**src/psrr_pkg.sv**
```systemverilog
// psrr_pkg: shared types and codes for the round robin / priority process scheduler
// used by process_scheduler_rr_priority and its checker; no dependencies
`default_nettype none
package psrr_pkg;
    // command codes
    localparam logic [1:0] CMD_CLEAR = 2'd0;
    localparam logic [1:0] CMD_ADD   = 2'd1;
    localparam logic [1:0] CMD_TICK  = 2'd2;
    localparam logic [1:0] CMD_NONE  = 2'd3;
    // status codes
    localparam logic [2:0] ST_ADDED     = 3'd0;
    localparam logic [2:0] ST_FULL      = 3'd1;
    localparam logic [2:0] ST_RAN       = 3'd2;
    localparam logic [2:0] ST_FINISHED  = 3'd3;
    localparam logic [2:0] ST_PREEMPTED = 3'd4;
    localparam logic [2:0] ST_IDLE      = 3'd5;
    localparam logic [2:0] ST_CLEARED   = 3'd6;
    // configuration register indexes
    localparam logic REG_MODE  = 1'b0;
    localparam logic REG_DECAY = 1'b1;
    localparam logic [3:0] DECAY_RESET = 4'd3;
    localparam logic signed [8:0] PRIO_FLOOR = -9'sd128;

    // one table entry
    typedef struct packed {
        logic [7:0] prio;
        logic [3:0] used;
        logic [3:0] work;
        logic [3:0] link;
    } entry_t;
endpackage
`default_nettype wire

```
**src/process_scheduler_rr_priority.sv**
```systemverilog
// process_scheduler_rr_priority: top level, process table in one synchronous memory
// depends on psrr_pkg
`default_nettype none
// A word occupies the block for the shortest time on a clear, refused add, idle tick
// or unknown command, and for the longest on a priority-mode tick that dispatches the
// head, preempts the runner and walks the rest of the queue to re-insert it. The process
// table sits in a single one-port-write, one-port-read memory with a registered read,
// and every linked-list step (pop, append, sorted insertion walk) costs one read and its
// wait; the sorted walk sets the upper bound. One word is worked at a time; the result
// sits in an output register and no new word is taken until it is accepted, though a
// word can be taken in the cycle the result leaves. No clearing pass: entries are always
// written before they are read.
module process_scheduler_rr_priority
    import psrr_pkg::*;
#(
    parameter int MAX_PROCS = 8
)(
    input  wire logic       clk,
    input  wire logic       rst_n,
    input  wire logic       in_valid,
    output logic            in_ready,
    input  wire logic [1:0] cmd,
    input  wire logic [5:0] new_priority,
    input  wire logic [3:0] new_work,
    output logic            out_valid,
    input  wire logic       out_ready,
    output logic [2:0]      status,
    output logic [3:0]      proc_id,
    output logic [3:0]      next_run,
    output logic [3:0]      work_left,
    output logic [3:0]      used_time,
    input  wire logic       cfg_valid,
    output logic            cfg_ready,
    input  wire logic       cfg_index,
    input  wire logic [3:0] cfg_data
);
    typedef enum logic [14:0] {
        S_IDLE   = 15'b000000000000001,
        S_RDRUN  = 15'b000000000000010, // load runner entry read while idle
        S_TICK   = 15'b000000000000100, // update runner
        S_POPRD  = 15'b000000000001000, // read head for pop
        S_POP    = 15'b000000000010000,
        S_HDRD   = 15'b000000000100000, // read head prio for preempt test
        S_HDCMP  = 15'b000000001000000,
        S_ENQ    = 15'b000000010000000, // start enqueue of enq_id
        S_TLRD   = 15'b000000100000000, // read tail for append
        S_TLWR   = 15'b000001000000000,
        S_WKRD   = 15'b000010000000000, // walk sorted list
        S_WKCMP  = 15'b000100000000000,
        S_PVRD   = 15'b001000000000000, // read prev for link
        S_PVWR   = 15'b010000000000000,
        S_DONE   = 15'b100000000000000
    } state_t;

    localparam int IW = 4;

    state_t state_reg, state_next;
    logic [IW-1:0] running_reg, head_reg, tail_reg, count_reg;
    logic          mode_reg;
    logic [3:0]    decay_reg;
    logic [2:0]    st_reg;
    logic [3:0]    pid_reg, wl_reg, ut_reg;
    logic          out_valid_reg;
    // runner entry held locally while worked on
    entry_t        run_reg;
    logic [IW-1:0] enq_id_reg, prev_reg, cur_reg, walk_n_reg;
    logic [7:0]    enq_prio_reg;
    logic          after_pop_reg; // 0 dispatch before tick, 1 hand-over after tick

    // table memory
    entry_t        mem [1:MAX_PROCS];
    logic [IW-1:0] rd_addr, wr_addr;
    logic          wr_en;
    entry_t        wr_data, rd_data;

    always_ff @(posedge clk)
    begin
        if (wr_en)
        begin
            mem[wr_addr] <= wr_data;
        end
        rd_data <= mem[rd_addr];
    end

    assign in_ready  = (state_reg == S_IDLE) && !(out_valid_reg && !out_ready);
    assign cfg_ready = (state_reg == S_IDLE);
    assign out_valid = out_valid_reg;
    assign status    = st_reg;
    assign proc_id   = pid_reg;
    assign next_run  = running_reg;
    assign work_left = wl_reg;
    assign used_time = ut_reg;

    // runner priority after decay
    logic signed [8:0] dec_prio;
    logic [7:0]        dec_prio8;
    always_comb
    begin
        dec_prio  = $signed({run_reg.prio[7], run_reg.prio}) - $signed({5'd0, decay_reg});
        dec_prio8 = (dec_prio < PRIO_FLOOR) ? 8'h80 : dec_prio[7:0];
    end

    // runner entry after this tick
    entry_t tick_ent;
    always_comb
    begin
        tick_ent      = run_reg;
        tick_ent.used = run_reg.used + 4'd1;
        tick_ent.work = (run_reg.work != 4'd0) ? run_reg.work - 4'd1 : 4'd0;
        if (mode_reg)
        begin
            tick_ent.prio = dec_prio8;
        end
    end

    // control and datapath
    logic [IW-1:0] running_next, head_next, tail_next, count_next;
    always_comb
    begin
        state_next   = state_reg;
        running_next = running_reg;
        head_next    = head_reg;
        tail_next    = tail_reg;
        count_next   = count_reg;
        rd_addr      = running_reg;
        wr_addr      = running_reg;
        wr_en        = 1'b0;
        wr_data      = run_reg;
        unique case (state_reg)
            S_IDLE:
            begin
                // runner entry is read while waiting for a word
                rd_addr = running_reg;
                if (in_valid && in_ready)
                begin
                    unique case (cmd)
                        CMD_CLEAR:
                        begin
                            running_next = '0;
                            head_next    = '0;
                            tail_next    = '0;
                            count_next   = '0;
                            state_next   = S_DONE;
                        end
                        CMD_ADD:
                        begin
                            state_next = (count_reg >= IW'(MAX_PROCS)) ? S_DONE : S_ENQ;
                            if (count_reg < IW'(MAX_PROCS))
                            begin
                                count_next = count_reg + 1'b1;
                            end
                        end
                        CMD_TICK:
                        begin
                            state_next = (running_reg != '0) ? S_RDRUN
                                       : (head_reg != '0) ? S_POPRD : S_DONE;
                        end
                        default: state_next = S_DONE;
                    endcase
                end
            end
            S_POPRD:
            begin
                rd_addr    = head_reg;
                state_next = S_POP;
            end
            S_POP:
            begin
                // head leaves the queue and becomes runner
                running_next = head_reg;
                head_next    = rd_data.link;
                if (rd_data.link == '0)
                begin
                    tail_next = '0;
                end
                if (!after_pop_reg)
                begin
                    state_next = S_TICK;
                end
                else
                begin
                    // a preempted runner goes back into the queue
                    state_next = (st_reg == ST_PREEMPTED) ? S_ENQ : S_DONE;
                end
            end
            S_RDRUN:
            begin
                rd_addr    = running_reg;
                state_next = S_TICK;
            end
            S_TICK:
            begin
                wr_en   = 1'b1;
                wr_addr = running_reg;
                wr_data = tick_ent;
                if (tick_ent.work == 4'd0)
                begin
                    wr_data.link = '0;
                    running_next = '0;
                    state_next   = (head_reg != '0) ? S_POPRD : S_DONE;
                end
                else if (head_reg == '0)
                begin
                    state_next = S_DONE;
                end
                else if (mode_reg)
                begin
                    state_next = S_HDRD;
                end
                else if ({4'd0, tick_ent.used} == tick_ent.prio)
                begin
                    wr_data.used = 4'd0;
                    state_next   = S_POPRD;
                end
                else
                begin
                    state_next = S_DONE;
                end
            end
            S_HDRD:
            begin
                rd_addr    = head_reg;
                state_next = S_HDCMP;
            end
            S_HDCMP:
            begin
                state_next = ($signed(run_reg.prio) < $signed(rd_data.prio)) ? S_POPRD : S_DONE;
            end
            S_ENQ:
            begin
                if (!mode_reg)
                begin
                    if (head_reg == '0)
                    begin
                        head_next  = enq_id_reg;
                        tail_next  = enq_id_reg;
                        wr_en      = 1'b1;
                        wr_addr    = enq_id_reg;
                        wr_data    = run_reg;
                        wr_data.link = '0;
                        state_next = S_DONE;
                    end
                    else
                    begin
                        state_next = S_TLRD;
                    end
                end
                else
                begin
                    state_next = S_WKRD;
                end
            end
            S_TLRD:
            begin
                rd_addr    = tail_reg;
                wr_en      = 1'b1;
                wr_addr    = enq_id_reg;
                wr_data    = run_reg;
                wr_data.link = '0;
                state_next = S_TLWR;
            end
            S_TLWR:
            begin
                wr_en        = 1'b1;
                wr_addr      = tail_reg;
                wr_data      = rd_data;
                wr_data.link = enq_id_reg;
                tail_next    = enq_id_reg;
                state_next   = S_DONE;
            end
            S_WKRD:
            begin
                rd_addr = cur_reg;
                if (cur_reg == '0 || walk_n_reg >= IW'(MAX_PROCS))
                begin
                    // insert before cur
                    wr_en        = 1'b1;
                    wr_addr      = enq_id_reg;
                    wr_data      = run_reg;
                    wr_data.link = cur_reg;
                    if (cur_reg == '0)
                    begin
                        tail_next = enq_id_reg;
                    end
                    if (prev_reg == '0)
                    begin
                        head_next  = enq_id_reg;
                        state_next = S_DONE;
                    end
                    else
                    begin
                        state_next = S_PVRD;
                    end
                end
                else
                begin
                    state_next = S_WKCMP;
                end
            end
            S_WKCMP:
            begin
                state_next = S_WKRD;
                if (!($signed(rd_data.prio) > $signed(enq_prio_reg)))
                begin
                    wr_en        = 1'b1;
                    wr_addr      = enq_id_reg;
                    wr_data      = run_reg;
                    wr_data.link = cur_reg;
                    state_next   = (prev_reg == '0) ? S_DONE : S_PVRD;
                    if (prev_reg == '0)
                    begin
                        head_next = enq_id_reg;
                    end
                end
            end
            S_PVRD:
            begin
                rd_addr    = prev_reg;
                state_next = S_PVWR;
            end
            S_PVWR:
            begin
                wr_en        = 1'b1;
                wr_addr      = prev_reg;
                wr_data      = rd_data;
                wr_data.link = enq_id_reg;
                state_next   = S_DONE;
            end
            S_DONE:
            begin
                state_next = S_IDLE;
            end
            default: state_next = S_IDLE;
        endcase
    end

    // sequencing registers
    always_ff @(posedge clk or negedge rst_n)
    begin
        if (!rst_n)
        begin
            state_reg     <= S_IDLE;
            running_reg   <= '0;
            head_reg      <= '0;
            tail_reg      <= '0;
            count_reg     <= '0;
            mode_reg      <= 1'b0;
            decay_reg     <= DECAY_RESET;
            out_valid_reg <= 1'b0;
        end
        else
        begin
            state_reg   <= state_next;
            running_reg <= running_next;
            head_reg    <= head_next;
            tail_reg    <= tail_next;
            count_reg   <= count_next;
            if (cfg_valid && cfg_ready)
            begin
                if (cfg_index == REG_MODE)
                begin
                    mode_reg <= cfg_data[0];
                end
                else
                begin
                    decay_reg <= cfg_data;
                end
            end
            if (state_reg == S_DONE)
            begin
                out_valid_reg <= 1'b1;
            end
            else if (out_ready)
            begin
                out_valid_reg <= 1'b0;
            end
        end
    end

    // payload registers
    always_ff @(posedge clk)
    begin
        unique case (state_reg)
            S_IDLE:
            begin
                if (in_valid && in_ready)
                begin
                    after_pop_reg <= 1'b0;
                    wl_reg        <= '0;
                    ut_reg        <= '0;
                    prev_reg      <= '0;
                    cur_reg       <= head_reg;
                    walk_n_reg    <= '0;
                    unique case (cmd)
                        CMD_CLEAR:
                        begin
                            st_reg  <= ST_CLEARED;
                            pid_reg <= '0;
                        end
                        CMD_ADD:
                        begin
                            if (count_reg >= IW'(MAX_PROCS))
                            begin
                                st_reg  <= ST_FULL;
                                pid_reg <= '0;
                            end
                            else
                            begin
                                st_reg       <= ST_ADDED;
                                pid_reg      <= count_reg + 1'b1;
                                enq_id_reg   <= count_reg + 1'b1;
                                enq_prio_reg <= {2'b00, new_priority};
                                run_reg      <= '{prio: {2'b00, new_priority}, used: 4'd0,
                                                  work: new_work, link: 4'd0};
                            end
                        end
                        default:
                        begin
                            st_reg  <= ST_IDLE;
                            pid_reg <= '0;
                        end
                    endcase
                end
            end
            S_POPRD:
            begin
                // preempt: remember the old runner for the re-queue after the pop
                if (after_pop_reg && st_reg == ST_PREEMPTED)
                begin
                    enq_id_reg   <= pid_reg;
                    enq_prio_reg <= run_reg.prio;
                end
            end
            S_POP:
            begin
                if (!after_pop_reg)
                begin
                    run_reg <= rd_data;
                    pid_reg <= head_reg;
                end
                // sorted walk restarts at the new head
                prev_reg   <= '0;
                cur_reg    <= rd_data.link;
                walk_n_reg <= '0;
            end
            S_RDRUN:
            begin
                run_reg <= rd_data;
                pid_reg <= running_reg;
            end
            S_TICK:
            begin
                wl_reg        <= tick_ent.work;
                run_reg       <= wr_data;
                after_pop_reg <= 1'b1;
                if (tick_ent.work == 4'd0)
                begin
                    st_reg <= ST_FINISHED;
                    ut_reg <= tick_ent.used;
                end
                else if (!mode_reg && head_reg != '0 && {4'd0, tick_ent.used} == tick_ent.prio)
                begin
                    // rotate: old runner goes back in after the pop
                    st_reg <= ST_PREEMPTED;
                    ut_reg <= 4'd0;
                end
                else
                begin
                    st_reg <= ST_RAN;
                    ut_reg <= tick_ent.used;
                end
            end
            S_HDCMP:
            begin
                if ($signed(run_reg.prio) < $signed(rd_data.prio))
                begin
                    st_reg <= ST_PREEMPTED;
                end
            end
            S_WKCMP:
            begin
                if ($signed(rd_data.prio) > $signed(enq_prio_reg))
                begin
                    prev_reg   <= cur_reg;
                    cur_reg    <= rd_data.link;
                    walk_n_reg <= walk_n_reg + 1'b1;
                end
            end
            default: ;
        endcase
    end
endmodule
`default_nettype wire

```
**config.mk**
```make
export PLATFORM = sky130hd
export DESIGN_NAME = process_scheduler_rr_priority
export DESIGN_NICKNAME = d
export VERILOG_FILES = /design/src/psrr_pkg.sv /design/src/process_scheduler_rr_priority.sv
export SDC_FILE = /design/constraint.sdc
export NUM_CORES = 1
export LEC_CHECK = 0
export BUFFER_PORTS_ARGS = -buffer_cell sky130_fd_sc_hd__buf_2
export CAP_MARGIN = 20
export CORE_MARGIN = 2
export CORE_UTILIZATION = 25
export CTS_BUF_LIST = sky130_fd_sc_hd__clkbuf_4 sky130_fd_sc_hd__clkbuf_8
export DETAILED_ROUTE_END_ITERATION = 6
export GPL_TIMING_DRIVEN = 0
export HOLD_SLACK_MARGIN = 0.12
export PLACE_DENSITY = 0.46
export SLEW_MARGIN = 20
export SYNTH_ARGS = -nofsm -noshare
export SYNTH_HDL_FRONTEND = slang
export SYNTH_SLANG_ARGS = --single-unit
```
**constraint.sdc**
```tcl
create_clock -name clk -period 3.8 [get_ports clk]
set_input_delay 0.19 -clock clk [delete_from_list [all_inputs] [get_ports clk]]
set_output_delay 0.19 -clock clk [all_outputs]
set_load 0.005 [all_outputs]
```
# After elaboration in Yosys (flattened, before gate mapping)

Memory sizes are Yosys's and may differ from the RTL's. A register that Yosys moved wholly into a read port is not among the register bits.
Index checks and enable logic that the tools add are counted.

Reductions and logical operators: 46
Multiplexer cells: 103
Bitwise gates (word level): 1
Magnitude comparators: 6
Equality and inequality tests: 35
Add/sub/neg operators: 5

Operator list:

| kind                                                   | number |
|---|---|
| two-way mux 15 bit                                     | 16 |
| one-hot mux 15 bit (13 select lines)                   | 1 |
| two-way mux 4 bit                                      | 41 |
| one-hot mux 20 bit (6 select lines)                    | 1 |
| two-way mux 20 bit                                     | 4 |
| one-hot mux 20 bit (4 select lines)                    | 1 |
| one-hot mux 4 bit (3 select lines)                     | 5 |
| two-way mux 8 bit                                      | 6 |
| one-hot mux 4 bit (5 select lines)                     | 2 |
| one-hot mux 4 bit (2 select lines)                     | 4 |
| one-hot mux 15 bit (2 select lines)                    | 1 |
| != test 2 bit (second input constant)                  | 13 |
| one-hot mux 4 bit (6 select lines)                     | 1 |
| logical NOT 4 bit                                      | 5 |
| one-hot mux 4 bit (4 select lines)                     | 1 |
| one-hot mux 8 bit (2 select lines)                     | 1 |
| nonzero test 4 bit                                     | 4 |
| equality test 15 x 1 -> 1 bit (second input constant)  | 1 |
| equality test 15 x 10 -> 1 bit (second input constant) | 1 |
| equality test 15 x 11 -> 1 bit (second input constant) | 1 |
| equality test 15 x 12 -> 1 bit (second input constant) | 1 |
| equality test 15 x 13 -> 1 bit (second input constant) | 1 |
| equality test 15 x 14 -> 1 bit (second input constant) | 1 |
| equality test 15 bit (second input constant)           | 1 |
| 43 further kinds                                       | 82 |

Output and inout bits: 22
Bits in writable memories: 160
Bits of input ports: 22
Memories: 1
Flip-flop bits (word level): 97
Word-level logic and storage cells: 219

Memory list:

| memory | words | bits a word | rd ports | clocked after Yosys merged registers in | write ports | RTL line                            | text |
|---|---|---|---|---|---|---|---|
| mem    | 8     | 20          | 1        | 1                                       | 1           | process_scheduler_rr_priority.sv:71 | `entry_t mem [1:MAX_PROCS];` |

# Longest topological paths before layout

Word-level depth: 11
Gate-level depth with buffers: 12

# Worst setup path before layout

Ideal clock, no wire load.

Path type: register to register
From: reg enq_prio_reg[7]
To: mem mem[5][0] in the netlist's numbering, enable pin
Period minus slack after synthesis: 4.163 ns
Path buffers: 0
Data required time: 3.373 ns
Library setup time: 0.427 ns
Arrival time: 3.737 ns
Setup slack: -0.363 ns
Stages on the path, launching flop included: 11
Path through: edfxtp_1 > inv_1 > ha_1 > or2_2 > and2_1 > a2bb2oi_1 > a21oi_1 > a211o_1 > a221o_1 > nand2b_1 > nor3b_1

Cells in the longest elaborated chain, start to end: 5

RTL lines:

| what                                    | RTL line                             | text |
|---|---|---|
| from (decl)                             | process_scheduler_rr_priority.sv:67  | `logic [7:0] enq_prio_reg;` |
| from (signal assigned)                  | process_scheduler_rr_priority.sv:412 | `enq_prio_reg <= {2'b00, new_priority};` |
| from (signal assigned)                  | process_scheduler_rr_priority.sv:431 | `enq_prio_reg <= run_reg.prio;` |
| > comparator 8 bit (*)                  | process_scheduler_rr_priority.sv:303 | `if (!($signed(rd_data.prio) > $signed(enq_prio_reg)))` |
| two-way mux 1 bit                       | process_scheduler_rr_priority.sv:303 |  |
| one-hot mux 1 bit (4 select lines)      | process_scheduler_rr_priority.sv:129 | `unique case (state_reg)` |
| two-way mux 1 bit                       | process_scheduler_rr_priority.sv:78  | `if (wr_en)` |
| two-way mux 1 bit (implied by the code) | process_scheduler_rr_priority.sv:80  | `mem[wr_addr] <= wr_data;` |
| to (decl)                               | process_scheduler_rr_priority.sv:71  |  |

Mark *: on every way between the ends. The rest lies on a longest branch, timed or not.

# Worst setup path in the final report

From: reg rd_data[17] (netlist name)
To: mem mem[8][15] in the netlist's numbering, enable pin

Cells in the longest elaborated chain, start to end: 5

RTL lines:

| what                                    | RTL line |
|---|---|
| > comparator 8 bit (*)                  | process_scheduler_rr_priority.sv:303 |
| two-way mux 1 bit                       | process_scheduler_rr_priority.sv:303 |
| one-hot mux 1 bit (4 select lines)      | process_scheduler_rr_priority.sv:129 |
| two-way mux 1 bit                       | process_scheduler_rr_priority.sv:78 |
| two-way mux 1 bit (implied by the code) | process_scheduler_rr_priority.sv:80 |

Marked as above.

==> run metrics <==
Initial DRT Pass Iterations 5; Startpoint Class register; endpoint type of the worst setup path register; Psw 0.00237 W; Syn Nets 1,166; max_slew headroom 30.7%; layout cell share with drive strength beyond 1 19.5%; clk sinks 277; #FFs+latches synth 277; Post-synth EDFFs 220; GP Congestion 0.896; maximum root-to-sink buffer count 3; Least-Margin Pin Slew 1030 ps; sequential cell area fraction in the yosys report 61.0%; MaxCap Viol Count 0; Worst Path Class, Setup register to register; post-synth cell types 76; register area 7940 sq um; syn avg cell area 11.7 sq um; worst min-delay path category primary input to async pin; Area Growth Syn to Fin 21.8%; Congestion Overflow GR 0; setup ws final 39.8 ps; Vias 9,588; Slew Limit Fails 0; I/O pins 44; H-Tree Depth 2; FP Rows 83; RSZ-0062 raised after global routing true; clock skew 43.5 ps; vias in the first global route 9,687; Critical Path AT 4060 ps; Hold Vio Cnt, Final 0; first-pass GRT wire length 60,600 microns; register share of total power 46.6%; Clock transition at path regs 60 ps; commonest non-fill, non-tap cell in the layout edfxtp_1; Clock power frac 35.1%; drt first-iter violations 833; Root Buffer clkbuf_8; filler cell count 5,267; CTS tree yes; WL/cell 20.3 microns; DRC 0; Place WS -534 ps; Tmin final 3760 ps; worst hold slack 267 ps; Final HPWL DP 28,600 microns; largest net degree at the start of global routing 38; initial antenna violation count 0; warnings from Yosys 0; crit share post-route 99.0%; number of flip-flops in the largest register 160; vias per inst 4.81; Starting Density 25.3%; Antenna Nets Post-Route 0; # setup viols final 0; routed wire length 40,600 microns; CTS buffer count 49; Main synth FF type edfxtp_1; die area 53,800 sq um; ant diodes 0; CP Max Fanout 8; VDD IR-drop max 0.000232 V; Syn Inst Count 1,115; Die W 232 microns; die height 232 microns; final net count 1,325; commonest cells after routing, fill and taps aside edfxtp_1 (220), nand2_1 (204), nand3_1 (73), buf_2 (58), clkbuf_8 (53); internal power 0.00559 W; CORE AREA 51,400 sq um; Comb pwr share 18.3%; IO Port Bufs 43; Async SR Flop Fraction 13.4%; Multi-input gate area 4860 sq um; Leak Pwr 6.23 nW; Skew-Pair Late Insertion Delay 630 ps; Critical Path RT 4100 ps; Mapped Area 13,000 sq um; fmax 0.266 GHz; GRT Total Usage 15.1%; outcome completed; pwr/cell area 503 nW/um^2; Switching Share 29.8%
power groups by stage:
stage | sequential (W) | combinational, W | clock, W
floorplan | 0.00370 | 0.000875 | 0
global placement | 0.00376 | 0.00133 | 0
detailed placement | 0.00376 | 0.00133 | 0
CTS | 0.00370 | 0.00142 | 0.00288
global route | 0.00373 | 0.00161 | 0.00300
finish | 0.00371 | 0.00146 | 0.00280
stage by stage:
stage          cell area [sq um]  power [W]  TNS [ps]  util [%]  std cells
2_1_floorplan              13000    0.00457    -31790         -       1115
3_3_place_gp               14100    0.00509   -352090      27.4       1838
3_5_place_dp               14300    0.00510    -44780      27.8       1858
4_1_cts                    15700    0.00801         0      30.5       1987
5_1_grt                    15800    0.00833     -1010      30.8       1994
6_report                   15800    0.00796         0      30.8       1994
Yosys cell counts, types with 8 or more instances:
| cell | instances | area [sq um] |
|---|---|---|
| mux2i_1 | 24 | 240 |
| buf_2 | 15 | 75.1 |
| ha_1 | 28 | 350 |
| nor4_1 | 13 | 81.3 |
| mux2_2 | 15 | 169 |
| nand2b_1 | 12 | 75.1 |
| nand2_1 | 205 | 769 |
| and2_1 | 13 | 81.3 |
| inv_1 | 47 | 176 |
| o211ai_1 | 9 | 67.6 |
| and3_1 | 28 | 175 |
| nor3_1 | 16 | 80.1 |
| clkbuf_1 | 27 | 101 |
| a22o_1 | 20 | 175 |
| dfxtp_1 | 20 | 400 |
| edfxtp_1 | 220 | 6610 |
| nor2_1 | 50 | 188 |
| nand3_1 | 73 | 365 |
| o21ai_0 | 32 | 160 |
| nor2b_1 | 13 | 81.3 |
| a21o_1 | 12 | 90.1 |
| a32oi_1 | 21 | 184 |
| a21oi_1 | 16 | 80.1 |
| dfrtp_1 | 34 | 851 |
| a221o_1 | 8 | 80.1 |
| a22oi_1 | 13 | 97.6 |
worst max-delay path, cell delays in order (launching register included):
cell	delay, ps
dfxtp_1	440
ha_1	290
and4_1	230
a41o_1	290
a2bb2oi_1	180
a21oi_2	180
a211o_1	400
a221o_2	500
nor4b_4	400
buf_4	230
buf_6	150
buf_6	140
final cells by class:
cell class              instances  share of cell area [%]
clock inverters                21                   0.790
repair buffers                109                    5.10
inverters                      47                    1.14
well taps                     680                    5.37
plain buffers                  47                    1.34
clock buffers                  70                    5.41
multi-input cells             743                    30.7
flip-flops and latches        277                    50.1
logic make-up after synthesis:
family / after synthesis / share of synthesized area, %
AND/OR/NAND/NOR: 480 / 18.5
flip-flops: 277 / 61.0
AO/OA/AOI/OAI: 182 / 10.6
buffers and inverters: 95 / 3.00
multiplexers: 39 / 3.15
adder cells (fa/ha/maj): 29 / 2.85
XOR/XNOR: 13 / 0.876
per-layer routing:
layer  routed length [microns]  vias up  GRT usage [%]
met4                       813        0           4.53
met3                      1980       56           2.91
li1                          -     4484              -
met2                     19800      247           25.5
met1                     18000     4801           19.5
met5                         0        -              0
final timing paths:
kind	from	end	slack, ps	cells after the start
setup / recovery	rd_data[17]	mem[8][15]	40	11
hold / removal	rst_n	out_valid	270	2
setup reg to reg	rd_data[17]	mem[8][15]	40	11
hold reg to reg	walk_n_reg[3]	state_reg[11]	510	1
max in group asynchronous	rst_n	mode_reg	2940	2
min in group clk	cfg_data[0]	decay_reg[0]	360	3
repair_timing:
item | 4_1_cts | 5_1_grt
endpoints found under the setup margin | 198 | 240
setup buffers | 12 | 7
pin swaps | 8 | 8
hold endpoints to repair | 60 | 0
hold buffers | 27 | 0
resized for setup | 10 | 30
No activity file was read; power rests on OpenSTA's default activity.
